$ cat config.mk
export PLATFORM = sky130hd
export DESIGN_NAME = serial_frame_receiver_crc8_top
export DESIGN_NICKNAME = d
export VERILOG_FILES = /design/src/sfr_crc8_pkg.sv /design/src/sfr_crc8_ram.sv /design/src/serial_frame_receiver_crc8_top.sv
export VERILOG_INCLUDE_DIRS = /design/src /design/src/src
export SDC_FILE = /design/constraint.sdc
export NUM_CORES = 1
export LEC_CHECK = 0
export ABC_AREA = 1
export ABC_CLOCK_PERIOD_IN_PS = 3200
export BUFFER_PORTS_ARGS = -buffer_cell sky130_fd_sc_hd__buf_2
export CAP_MARGIN = 15
export CORE_ASPECT_RATIO = 1.1
export CORE_MARGIN = 1
export CORE_UTILIZATION = 30
export CTS_BUF_LIST = sky130_fd_sc_hd__clkbuf_4
export DETAILED_ROUTE_END_ITERATION = 16
export PLACE_DENSITY = 0.52
export SYNTH_ARGS = -nofsm -noshare
export SYNTH_HDL_FRONTEND = slang
export SYNTH_SLANG_ARGS = --single-unit
$ cat constraint.sdc
create_clock -name i_clk -period 3.2 [get_ports i_clk]
set_clock_uncertainty 0.15 [all_clocks]
set_input_delay 0 -clock i_clk [delete_from_list [all_inputs] [get_ports i_clk]]
set_output_delay 0 -clock i_clk [all_outputs]
set_load 0.03 [all_outputs]
$ cat src/serial_frame_receiver_crc8_top_assert.svh
// Assertion macros for the framed serial receiver.
// Depends on nothing; the asserting module supplies i_clk and i_rst_n.
`ifndef SERIAL_FRAME_RECEIVER_CRC8_TOP_ASSERT_SVH
`define SERIAL_FRAME_RECEIVER_CRC8_TOP_ASSERT_SVH
`ifndef SYNTHESIS
`define SFR_ASSERT(lbl, prop, msg) \
    lbl: assert property (@(posedge i_clk) disable iff (!i_rst_n) prop) else $error(msg);
`define SFR_NEVER(lbl, cond, msg) \
    `SFR_ASSERT(lbl, !(cond), msg)
`else
`define SFR_ASSERT(lbl, prop, msg)
`define SFR_NEVER(lbl, cond, msg)
`endif
`endif

$ cat src/sfr_crc8_pkg.sv
// Shared types, frame constants and CRC-8 helpers for the serial receiver.
// No dependencies.
package sfr_crc8_pkg;

    localparam logic [7:0] HDR0     = 8'h55;
    localparam logic [7:0] HDR1     = 8'hAA;
    localparam logic [7:0] CRC_POLY = 8'h8C;

    typedef enum logic [2:0] {
        ST_IDLE,
        ST_CRC,
        ST_RD,
        ST_WAIT,
        ST_OUT
    } t_state;

    typedef enum logic [1:0] {
        MODE_HUNT,
        MODE_RECV,
        MODE_CHECK,
        MODE_TRAIL
    } t_mode;

    function automatic logic [7:0] crc8_shift(input logic [7:0] v);
        crc8_shift = v[0] ? ((v >> 1) ^ CRC_POLY) : (v >> 1);
    endfunction

    function automatic logic [7:0] crc8_byte(input logic [7:0] crc, input logic [7:0] b);
        logic [7:0] v;
        v = crc ^ b;
        for (int k = 0; k < 8; k++) begin
            v = crc8_shift(v);
        end
        crc8_byte = v;
    endfunction

    localparam logic [7:0] HDR_CRC = crc8_byte(crc8_byte(8'h00, HDR0), HDR1);

endpackage

$ cat src/sfr_crc8_ram.sv
// Generic single-write, single-read RAM with registered read data.
// No dependencies.
module sfr_crc8_ram #(
    parameter int WIDTH = 8,
    parameter int DEPTH = 40
) (
    input  logic                     i_clk,
    input  logic                     i_we,
    input  logic [$clog2(DEPTH)-1:0] i_waddr,
    input  logic [WIDTH-1:0]         i_wdata,
    input  logic                     i_re,
    input  logic [$clog2(DEPTH)-1:0] i_raddr,
    output logic [WIDTH-1:0]         o_rdata
);
    logic [WIDTH-1:0] r_mem [DEPTH];
    logic [WIDTH-1:0] r_rdata;

    always_ff @(posedge i_clk) begin
        if (i_we) begin
            r_mem[i_waddr] <= i_wdata;
        end
        if (i_re) begin
            r_rdata <= r_mem[i_raddr];
        end
    end

    assign o_rdata = r_rdata;
endmodule

$ cat src/serial_frame_receiver_crc8_top.sv
// Hunt, last-payload, CRC-check and trailer bytes are accepted directly; the length byte and
// the CRC-covered payload bytes are each followed by the bit-serial CRC shifter (ST_CRC).
// The final trailer byte starts the word readout: each word is read byte by byte from the
// payload RAM (ST_RD), loaded (ST_WAIT) and then held in ST_OUT until it is taken.
// Input is held off while the CRC shifter runs and during the word readout.
// Reset (synchronous, active low) clears sequencer, mode, position, hunt byte and CRC;
// the payload RAM is not cleared and needs no clearing pass.
`include "serial_frame_receiver_crc8_top_assert.svh"
module serial_frame_receiver_crc8_top #(
    parameter int PAYLOAD_WORDS = 10
) (
    input  logic        i_clk,
    input  logic        i_rst_n,
    input  logic        s_axis_tvalid,
    output logic        s_axis_tready,
    input  logic [7:0]  s_axis_tdata,   // [7:0] rx_byte
    output logic        m_axis_tvalid,
    input  logic        m_axis_tready,
    output logic [39:0] m_axis_tdata,   // [3:0] word_index, [35:4] word_bits, [39:36] zero
    output logic        m_axis_tlast    // last_word
);
    import sfr_crc8_pkg::*;

    localparam int PAYLOAD_BYTES = 4 * PAYLOAD_WORDS;
    localparam int CRC_POS       = 3 + PAYLOAD_BYTES;
    localparam int FRAME_BYTES   = CRC_POS + 3;
    localparam int POS_W         = $clog2(FRAME_BYTES + 1);
    localparam int ADDR_W        = $clog2(PAYLOAD_BYTES);

    t_state             r_state, n_state;
    t_mode              r_mode, n_mode;
    logic [POS_W-1:0]   r_byte_pos, n_byte_pos;
    logic [7:0]         r_prev_byte, n_prev_byte;
    logic [7:0]         r_crc, n_crc;
    logic [2:0]         r_bit_cnt, n_bit_cnt;
    logic [3:0]         r_word_idx, n_word_idx;
    logic [1:0]         r_byte_cnt, n_byte_cnt;
    logic               r_rd_pend;
    logic [31:0]        r_word;
    logic               ram_we, ram_re;
    logic [ADDR_W-1:0]  ram_waddr, ram_raddr;
    logic [7:0]         ram_rdata;
    logic               in_acc;
    logic               out_acc;
    logic               crc_due;

    assign in_acc  = s_axis_tvalid && s_axis_tready;
    assign out_acc = m_axis_tvalid && m_axis_tready;
    assign crc_due = (r_mode == MODE_RECV) && (r_byte_pos < POS_W'(CRC_POS - 1));

    always_ff @(posedge i_clk) begin
        if (!i_rst_n) begin
            r_state     <= ST_IDLE;
            r_mode      <= MODE_HUNT;
            r_byte_pos  <= '0;
            r_prev_byte <= '0;
            r_crc       <= '0;
            r_bit_cnt   <= '0;
            r_word_idx  <= '0;
            r_byte_cnt  <= '0;
            r_rd_pend   <= 1'b0;
        end else begin
            r_state     <= n_state;
            r_mode      <= n_mode;
            r_byte_pos  <= n_byte_pos;
            r_prev_byte <= n_prev_byte;
            r_crc       <= n_crc;
            r_bit_cnt   <= n_bit_cnt;
            r_word_idx  <= n_word_idx;
            r_byte_cnt  <= n_byte_cnt;
            r_rd_pend   <= ram_re;
        end
    end

    always_ff @(posedge i_clk) begin
        if (r_rd_pend) begin
            r_word <= {ram_rdata, r_word[31:8]};
        end
    end

    always_comb begin
        n_state     = r_state;
        n_mode      = r_mode;
        n_byte_pos  = r_byte_pos;
        n_prev_byte = r_prev_byte;
        n_crc       = r_crc;
        n_bit_cnt   = r_bit_cnt;
        n_word_idx  = r_word_idx;
        n_byte_cnt  = r_byte_cnt;
        ram_we      = 1'b0;
        ram_re      = 1'b0;
        ram_waddr   = ADDR_W'(r_byte_pos - POS_W'(3));
        ram_raddr   = ADDR_W'({r_word_idx, r_byte_cnt});
        unique case (r_state)
            ST_IDLE: begin
                if (in_acc) begin
                    unique case (r_mode)
                        MODE_HUNT: begin
                            if (r_prev_byte == HDR0 && s_axis_tdata == HDR1) begin
                                n_crc      = HDR_CRC;
                                n_byte_pos = POS_W'(2);
                                n_mode     = MODE_RECV;
                            end
                            n_prev_byte = s_axis_tdata;
                        end
                        MODE_RECV: begin
                            ram_we = (r_byte_pos >= POS_W'(3)) &&
                                     (r_byte_pos < POS_W'(CRC_POS));
                            if (crc_due) begin
                                n_crc     = r_crc ^ s_axis_tdata;
                                n_bit_cnt = '0;
                                n_state   = ST_CRC;
                            end
                            n_byte_pos = r_byte_pos + POS_W'(1);
                            if (r_byte_pos == POS_W'(CRC_POS - 1)) begin
                                n_mode = MODE_CHECK;
                            end
                        end
                        MODE_CHECK: begin
                            if (s_axis_tdata == r_crc) begin
                                n_byte_pos = r_byte_pos + POS_W'(1);
                                n_mode     = MODE_TRAIL;
                            end else begin
                                n_byte_pos = '0;
                                n_mode     = MODE_HUNT;
                            end
                        end
                        MODE_TRAIL: begin
                            if (r_byte_pos == POS_W'(FRAME_BYTES - 1)) begin
                                n_byte_pos = '0;
                                n_mode     = MODE_HUNT;
                                n_word_idx = '0;
                                n_byte_cnt = '0;
                                n_state    = ST_RD;
                            end else begin
                                n_byte_pos = r_byte_pos + POS_W'(1);
                            end
                        end
                        default: n_mode = MODE_HUNT;
                    endcase
                end
            end
            ST_CRC: begin
                n_crc     = crc8_shift(r_crc);
                n_bit_cnt = r_bit_cnt + 3'd1;
                if (r_bit_cnt == 3'd7) begin
                    n_state = ST_IDLE;
                end
            end
            ST_RD: begin
                ram_re     = 1'b1;
                n_byte_cnt = r_byte_cnt + 2'd1;
                if (r_byte_cnt == 2'd3) begin
                    n_state = ST_WAIT;
                end
            end
            ST_WAIT: n_state = ST_OUT;
            ST_OUT: begin
                if (out_acc) begin
                    if (r_word_idx == 4'(PAYLOAD_WORDS - 1)) begin
                        n_state = ST_IDLE;
                    end else begin
                        n_word_idx = r_word_idx + 4'd1;
                        n_state    = ST_RD;
                    end
                end
            end
            default: n_state = ST_IDLE;
        endcase
    end

    sfr_crc8_ram #(
        .WIDTH (8),
        .DEPTH (PAYLOAD_BYTES)
    ) u_payload_ram (
        .i_clk   (i_clk),
        .i_we    (ram_we),
        .i_waddr (ram_waddr),
        .i_wdata (s_axis_tdata),
        .i_re    (ram_re),
        .i_raddr (ram_raddr),
        .o_rdata (ram_rdata)
    );

    assign s_axis_tready = (r_state == ST_IDLE);
    assign m_axis_tvalid = (r_state == ST_OUT);
    assign m_axis_tdata  = {4'b0000, r_word, r_word_idx};
    assign m_axis_tlast  = (r_word_idx == 4'(PAYLOAD_WORDS - 1));

    `SFR_NEVER(a_no_overlap, s_axis_tready && m_axis_tvalid, "input taken during word readout")
    `SFR_ASSERT(a_emit_in_hunt, m_axis_tvalid |-> r_mode == MODE_HUNT, "readout outside hunt")
    `SFR_ASSERT(a_pos_bound, r_byte_pos < POS_W'(FRAME_BYTES), "byte position overrun")
    `SFR_ASSERT(a_word_gap, out_acc && !m_axis_tlast |=> r_state == ST_RD, "reads skipped")
    `SFR_ASSERT(a_crc_busy, in_acc && crc_due |=> r_state == ST_CRC, "CRC shift not started")
endmodule
; ---- Yosys cells after proc, flatten, opt, wreduce, memory -nomap -nowiden
; Memories as Yosys holds them, arrays and structs flattened. A register that Yosys moved wholly into a read port is not among the register bits.
; Index checks and enable logic that the tools add are counted.
[op_classes]
reduce_logical = 18
add_sub_neg = 5
n_mux = 43
order_cmp = 3
eq_ne = 32
bitwise = 2
[op_table]
columns = operator, count
row1 = $mux 8, 4
row2 = $pmux 8 s2, 2
row3 = $mux 3, 9
row4 = $pmux 6 s4, 1
row5 = $mux 4, 5
row6 = $mux 6, 3
row7 = $pmux 3 s5, 1
row8 = $mux 2, 7
row9 = $ne 2x1->1 const B, 7
row10 = $eq 6x6->1 const B, 2
row11 = $lt 6x6->1 const B, 2
row12 = $pmux 3 s2, 2
row13 = $ne 2x2->1 const B, 5
row14 = $reduce_and 5->1, 2
row15 = $ne 3x3->1 const B, 3
row16 = $eq 8x7->1 const B, 1
row17 = $eq 8x8->1, 1
row18 = $eq 8x8->1 const B, 1
row19 = $pmux 2 s4, 1
row20 = $pmux 4 s2, 1
row21 = $reduce_and 4->1, 2
row22 = $xor 8x8->8, 1
row23 = $reduce_and 7->1, 1
row24 = $add 6x1->6 const B, 1
row25 = 21 further kinds, 38
[totals]
out_inout_bits = 43
ff_bits = 69
ramBits = 320
mem_count = 1
in_bits = 12
[memory_table]
columns = name, words, width, read_ports, rd_clocked_by_memory_dff, wr, line_no
row1 = u_payload_ram.r_mem, 40, 8, 1, 1, 1, sfr_crc8_ram.sv:15  ; logic [WIDTH-1:0] r_mem [DEPTH];

; ---- Depth between registers and ports, before layout
; Gate-level depths: netlist (run 1).
[depth]
word_depth = 7
depth_mapped = 12
mapped_depth_nobuf = 11

; ---- Hierarchy
; From an unflattened synthesis (run 1), not the netlist that was laid out.
[hier_totals]
cells_unflattened = 1471
area_unflattened_um2 = 16544.6
[modules_own_cells]
columns = module, area_per_inst_um2, seq_area_each_um2, n_inst, cells_each
row1 = sfr_crc8_ram, 13327.8, 9849.4, 1, 1101
row2 = serial_frame_receiver_crc8_top, 3216.8, 1701.6, 1, 370

; ---- Least setup slack after synthesis (run 1)
; OpenSTA, ideal clock, no wires.
[synth_timing]
path_type = register to register
start = register r_byte_pos[0]
end = memory u_payload_ram.r_mem[16][0] (enable)
setup_ns = 0.370
period_less_slack_ns = 2.198
stages_incl_launch_ff = 7
setup_slack_ns = 1.002
arrival_time_ns = 1.678
n_path_buf = 0
path_cell_list = dfxtp_1 -> ha_1 -> nor2_1 -> nand2_1 -> xor2_1 -> nand3_1 -> nor2_1
[synth_between]
elab_chain_len = 7
elab_cells_between_ends = 9
[synth_rtl]
columns = item, line_no
row1 = "start, declared", serial_frame_receiver_crc8_top.sv:32  ; logic [POS_W-1:0] r_byte_pos, n_byte_pos;
row2 = "start signal, assigned", serial_frame_receiver_crc8_top.sv:65  ; r_byte_pos <= n_byte_pos;
row3 = $ge 6x2->1 or $lt 6x6->1 (tied branches), "serial_frame_receiver_crc8_top.sv:107, serial_frame_receiver_crc8_top.sv:108"
row4 = $logic_and 1x1->1, serial_frame_receiver_crc8_top.sv:107  ; ram_we = (r_byte_pos >= POS_W'(3)) &&
row5 = $mux 1, serial_frame_receiver_crc8_top.sv:97  ; unique case (r_mode)
row6 = $mux 1, serial_frame_receiver_crc8_top.sv:96  ; if (in_acc) begin
row7 = $mux 1, serial_frame_receiver_crc8_top.sv:94  ; unique case (r_state)
row8 = $mux 1, sfr_crc8_ram.sv:19  ; if (i_we) begin
row9 = $mux 1 (implied by the code), sfr_crc8_ram.sv:20  ; r_mem[i_waddr] <= i_wdata;
row10 = "end, declared", sfr_crc8_ram.sv:15
; Parallel ways exist; a longest one is shown, timed or not.

==> qor.txt, run 1 <==
Die ar.: 0.0558 sq mm
Setup TNS: 0 ns
CP Launch Type: input port
Area grow syn2layout: 16.6%
Crit share post-route: 0.929
Vias in the first global route: 11.3k
Number of DRC markers in iteration 0: 819
Die X: 225 um
Yosys cell types: 43
Crit path buffers/inverters: 6
Worst-Skew Late Latency: 0.81 ns
H-tree depth: 3
Reg clk slew, reported paths: 0.06 ns
Yosys Warn Count: 0
Largest net degree at the start of global routing: 164
Worst-case vdd ir drop: 0.179 mV
Hold violation count in the final report: 0
CP endpoint kind: register
Top Ports: 55
Gate Count Post-Synth: 1446
Hold WC Path Type: input port to register
Sequential-to-total area share from yosys stat: 0.701
Utilization after layout: 0.356
CP arrival: 3.56 ns
CP max stage delay: 0.89 ns
Hpwl dp: 27000 um
Num rows: 89
Critical path type: input port to register
Detailed Route WL: 43900 um
Final Max Tran Viols: 0
Core ar.: 0.0539 sq mm
DRC viols: 0
Post-synthesis average cell area: 11.4 sq um
DRT Pass-1 Iters: 5
Via count: 11.2k
Drt wl/cell: 18.2 um
Nets: 1629
Tot GR Track Use: 0.160
Placed cells: 2213
Outcome: complete, no violations
Leakage power: 6.89 nW
Slowest stage cell, crit path: dlygate4sd3_1
Fin crit period: 2.97 ns
Initial antenna violation count: 1
Starting density of the core: 0.306
Die height: 248 um
RSZ-0062 raised after global routing: false
Grt total ovfl: 0
CTS tree: yes
Synthesized area: 0.0165 sq mm
Worst endpoint required time: 3.78 ns
CP Cell Sequence: dlygate4sd3_1, dlygate4sd3_1, buf_2, dlygate4sd3_1, nand2_1, dlygate4sd3_1, nor2_1, dlygate4sd3_1
Most numerous cell on the critical path: dlygate4sd3_1
Flops & latches, synth: 397
Vias/cell: 4.65
Antenna viol nets, final: 0
Clock sink count: 397
GP Congestion: 0.855
Rel. slew slack: 0.362
Cell family with most CP delay: buffers and inverters
First-pass GRT wire length: 66200 um
FMAX: 336 MHz
Maximum buffer depth of the clock tree: 3
Fin Hold WS: 0.146 ns
Number of buffers created by CTS: 101
Worst-margin pin slew: 0.956 ns
P per Cell Area: 537 mW/mm^2
Crit path max fanout: 16
IO Port Bufs: 50
Root Buffer: clkbuf_4
# setup viols final: 0
Layout Cells excl Fill: 2410
Total of max-cap violations: 0
Share of layout cells above drive strength 1: 0.186
Final Power: 10.3 mW
Setup bufs post-CTS: 0
==> power breakdown <==
group          switching (mW)  internal, mW  leakage [nW]
sequential             0.0354          5.67          3.54
combinational           0.286         0.123          2.61
clock                    2.00          2.19         0.749
==> through the flow <==
step	setup slack (ns)	area (sq um)
after floorplan	1.00	16500
after global placement	0.612	17700
after detailed placement	0.547	17700
after CTS	0.358	19200
after global routing	0.0441	19200
final	0.228	19200
==> layout make-up <==
cell class | count | area (sq um)
antenna | 1 | 2.50
clock buffer | 149 | 1120
clock inverter | 26 | 134
fill | 5401 | 34700
inverter | 50 | 198
multi-input combinational | 929 | 4340
sequential | 397 | 11600
tap | 728 | 911
timing repair buffer | 130 | 941
==> cells in the mapped netlist, drive strengths merged <==
cell type  instances  area [sq um]
o211ai            12          90.1
o21ai            152           768
o21bai             1          7.51
conb               1          3.75
buf               48           297
or2                3          18.8
clkbuf            25          93.8
a22oi              1          7.51
dfxtp             37           741
inv               49           194
edfxtp           360         10800
nor2             300          1190
a21oi             39           214
xnor2              7          61.3
nand2            233           905
nand4              4          25.0
nand3            136           696
ha                 8           100
o221ai            12           105
nor3               2          21.3
xor2               8          77.6
o22ai              6          37.5
a31oi              1          6.26
clkinv             1          3.75
==> layout by cell type (no fill, tap or decap), types with 7 or more instances in the layout <==
| master | instances |
|---|---|
| a21oi_1 | 36 |
| buf_2 | 50 |
| buf_4 | 56 |
| clkbuf_4 | 149 |
| clkinv_1 | 20 |
| dfxtp_1 | 35 |
| dlygate4sd3_1 | 21 |
| edfxtp_1 | 360 |
| ha_1 | 8 |
| inv_1 | 34 |
| inv_2 | 12 |
| nand2_1 | 225 |
| nand3_1 | 133 |
| nor2_1 | 289 |
| nor2_4 | 7 |
| o211ai_1 | 12 |
| o21ai_0 | 148 |
| o221ai_1 | 12 |
| xnor2_1 | 7 |
| xor2_1 | 7 |
==> worst paths after layout <==
kind / start / end / slack [ns] / depth (start not counted)
max: i_rst_n / r_crc[4] / 0.23 / 8
min: s_axis_tdata[4] / u_payload_ram.r_mem[18][4] / 0.15 / 2
max reg2reg: r_prev_byte[4] / r_crc[4] / 0.42 / 13
min reg2reg: u_payload_ram.o_rdata[0] / r_word[24] / 0.27 / 0
==> state kept, by name, summed over array words and instances (netlist names) <==
signal	flops
r_bit_cnt	3
r_byte_cnt	2
r_byte_pos	6
r_crc	8
r_mode	2
r_prev_byte	8
r_rd_pend	1
r_state	3
r_word	32
r_word_idx	4
u_payload_ram.o_rdata	8
u_payload_ram.r_mem	320
==> worst register-to-register path: cells and delay by family, from the launching register on <==
family                 cells  cell delay (ns)
buffers and inverters      3             1.15
flip-flops                 1             0.31
AND/OR/NAND/NOR           10             1.05
==> timing repair <==
item                      CTS  global route
hold buffers               21             0
gates resized for setup     0             0
hold endpoints to repair  357             0
==> cell families after synthesis <==
kind of cell               share of synthesized area
AOI/OAI and AO/OA                             0.0750
xor gates and xnor gates                     0.00843
adders and majority gates                    0.00608
buffers and inverters                         0.0357
DFF                                            0.701
other                                       0.000228
and+or+nand+nor                                0.173
==> metal layers <==
| layer | vias up | global-route usage | wire length, um |
|---|---|---|---|
| met4 | 0 | 0.0640 | 1000 |
| met5 | - | 0 | 0 |
| met1 | 5394 | 0.202 | 19100 |
| met2 | 315 | 0.271 | 21700 |
| met3 | 59 | 0.0273 | 2060 |
| li1 | 5450 | - | - |
No activity file was read; power rests on OpenSTA's default activity.
==> run 2, diff against run 1 <==
Settings changed: CAP_MARGIN 15 to 20, SYNTH_HIERARCHICAL set to 1.
==> qor.txt, run 2 <==
Rel. slew slack: 0.407
Area of the multi-input gates: 0.00430 sq mm
Worst-Skew Late Latency: 0.81 ns
Reg clk slew, reported paths: 0.06 ns
Detailed Route WL: 42800 um
CP endpoint kind: register
Hpwl dp: 26400 um
Die ar.: 0.0561 sq mm
Nets: 1673
Die height: 248 um
Worst-margin pin slew: 0.890 ns
DRT Pass-1 Iters: 5
Area contributors post-synth: edfxtp_1 65%, nand2_1 9.3%, nand3_1 7.0%, dfxtp_1 4.5%, nor2_1 2.7%
Most common cell after layout, fill and taps aside: nand2_1
Area leader, netlist: edfxtp_1
Maximum buffer depth of the clock tree: 3
Core ar.: 0.0540 sq mm
Fill count: 5418
CP Launch Type: input port
CP arrival: 3.57 ns
Post_cts resized: 0
CP max stage delay: 0.92 ns
Final Max Tran Viols: 0
Worst-case vdd ir drop: 0.308 mV
Cell with the most instances after synthesis: nand2_1
Number of DRC markers in iteration 0: 851
Clock sink count: 397
RSZ-0062 raised after global routing: false
Reg area: 0.0116 sq mm
DRC viols: 0
Vias in the first global route: 11.5k
Largest register FFs: 320
Hold violation count in the final report: 0
Crit path buffers/inverters: 6
Hold WC Path Type: input port to register
# setup viols final: 0
DP Worst Slack: 0.146 ns
Grt total ovfl: 0
Yosys Warn Count: 6
Share of layout cells above drive strength 1: 0.174
Top reg by flops: u_payload_ram/r_mem
Root Buffer: clkbuf_4
Synthesized area: 0.0165 sq mm
Setup TNS: 0 ns
Worst endpoint required time: 3.80 ns
Commonest cells after routing, fill and taps aside: 409 x nand2_1, 360 x edfxtp_1, 231 x nand3_1
P per Cell Area: 627 mW/mm^2
CP Cell Sequence: dlygate4sd3_1, dlygate4sd3_1, buf_2, dlygate4sd3_1, nand2_1, dlygate4sd3_1, nor2_1, dlygate4sd3_1
Synth cell count leaders: 409 x nand2_1, 360 x edfxtp_1, 231 x nand3_1
Sequential-to-total area share from yosys stat: 0.698
Largest net degree at the start of global routing: 113
Leakage power: 7.19 nW
Number of buffers created by CTS: 102
Antenna viol nets, final: 0
Biggest regs: u_payload_ram/r_mem x320, r_word x32
Post-synthesis average cell area: 11.2 sq um
Number of synthesized flops with an enable pin: 360
Top Ports: 55
CTS tree: yes
Slowest stage cell, crit path: dlygate4sd3_1
Share of the synthesized area in the top cell type: 0.653
Num rows: 89
Outcome: complete, no violations
IO Port Bufs: 50
Yosys cell types: 45
Flops & latches, synth: 397
Tot GR Track Use: 0.156
Drt wl/cell: 17.4 um
Via count: 11.4k
Initial antenna violation count: 1
Starting density of the core: 0.306
Post-synth top flop: edfxtp_1
Post-synthesis async set-or-reset flop share: 0
Die X: 226 um
Vias/cell: 4.66
Fin crit period: 2.97 ns
GP Congestion: 0.814
Total of max-cap violations: 0
H-tree depth: 3
Crit path max fanout: 14
Crit share post-route: 0.929
Area grow syn2layout: 17.8%
Most numerous cell on the critical path: dlygate4sd3_1
FMAX: 336 MHz
Critical path type: input port to register
First-pass GRT wire length: 65300 um
Gate Count Post-Synth: 1471
Cell family with most CP delay: buffers and inverters
Final setup margin: 0.228 ns
-- run 2: cell count changes after synthesis, sizes merged, moves of 7 or more --
cell | before | now
a21oi | 39 | 22
buf | 48 | 58
inv | 49 | 66
nand2 | 233 | 413
nand3 | 136 | 233
nor2 | 300 | 124
nor3 | 2 | 11
o21ai | 152 | 52
o22ai | 6 | 13
-- run 2: layout make-up --
type | instances | area share
inverters | 67 | 0.0130
clock inverters | 40 | 0.0155
flip-flops and latches | 397 | 0.593
well taps | 728 | 0.0467
clock buffers | 137 | 0.0528
diodes | 1 | 0.000128
repair buffers | 152 | 0.0583
multi-input cells | 933 | 0.220
-- run 2: final timing paths --
path / start / endpoint / slack (ns) / cells after the start
worst max-delay path: i_rst_n / r_crc[1] / 0.23 / 8
worst min-delay path: s_axis_tdata[6] / r_prev_byte[6] / 0.04 / 4
worst max register to register: r_state[1] / r_crc[2] / 0.32 / 8
worst min register to register: u_payload_ram/o_rdata[1] / r_word[25] / 0.27 / 0
-- run 2: tightest hold or removal path: cells and delay by family --
| kind | cells | cell delay (ns) |
|---|---|---|
| buffers and inverters | 2 | 0.72 |
| AO/OA/AOI/OAI | 1 | 0.12 |
| AND/OR/NAND/NOR | 1 | 0.09 |
-- run 2: logic make-up after synthesis --
logic type	Yosys count	synth area share
AOI/OAI and AO/OA	107	0.0375
buffers and inverters	144	0.0433
DFF	397	0.698
adders and majority gates	8	0.00605
xor gates and xnor gates	14	0.00741
and+or+nand+nor	800	0.207
other	1	0.000227
-- run 2: per-stage QoR --
stage                     instances  instance area (sq um)  hold WS, ns  power, mW  utilization
after CTS                      2451                  19500     0.000643       12.4        0.360
after global routing           2455                  19500       0.0469       12.9        0.361
after detailed placement       2242                  17800        0.162       7.88        0.330
final                          2455                  19500       0.0419       12.2        0.361
after floorplan                1474                  16600      -0.0511       7.39            -
after global placement         2242                  17800        0.173       7.87        0.330
-- run 2: metal layers --
layer,routed length [um],GRT usage
met5,0,0
met4,1400,0.0790
met3,2300,0.0283
met2,20800,0.262
met1,18300,0.192
-- run 2: where the power goes --
part | leakage [nW] | internal (mW) | switching, mW
Clock | 0.778 | 2.39 | 2.01
Sequential | 3.54 | 5.82 | 0.105
Combinational | 2.87 | 0.554 | 1.35
Total | 7.19 | 8.76 | 3.46
-- run 2: what timing repair did --
action	4_1_cts	5_1_grt
endpoints found under the setup margin	0	40
buffers inserted	0	2
hold buffers	32	1
endpoints found under the hold margin	357	1
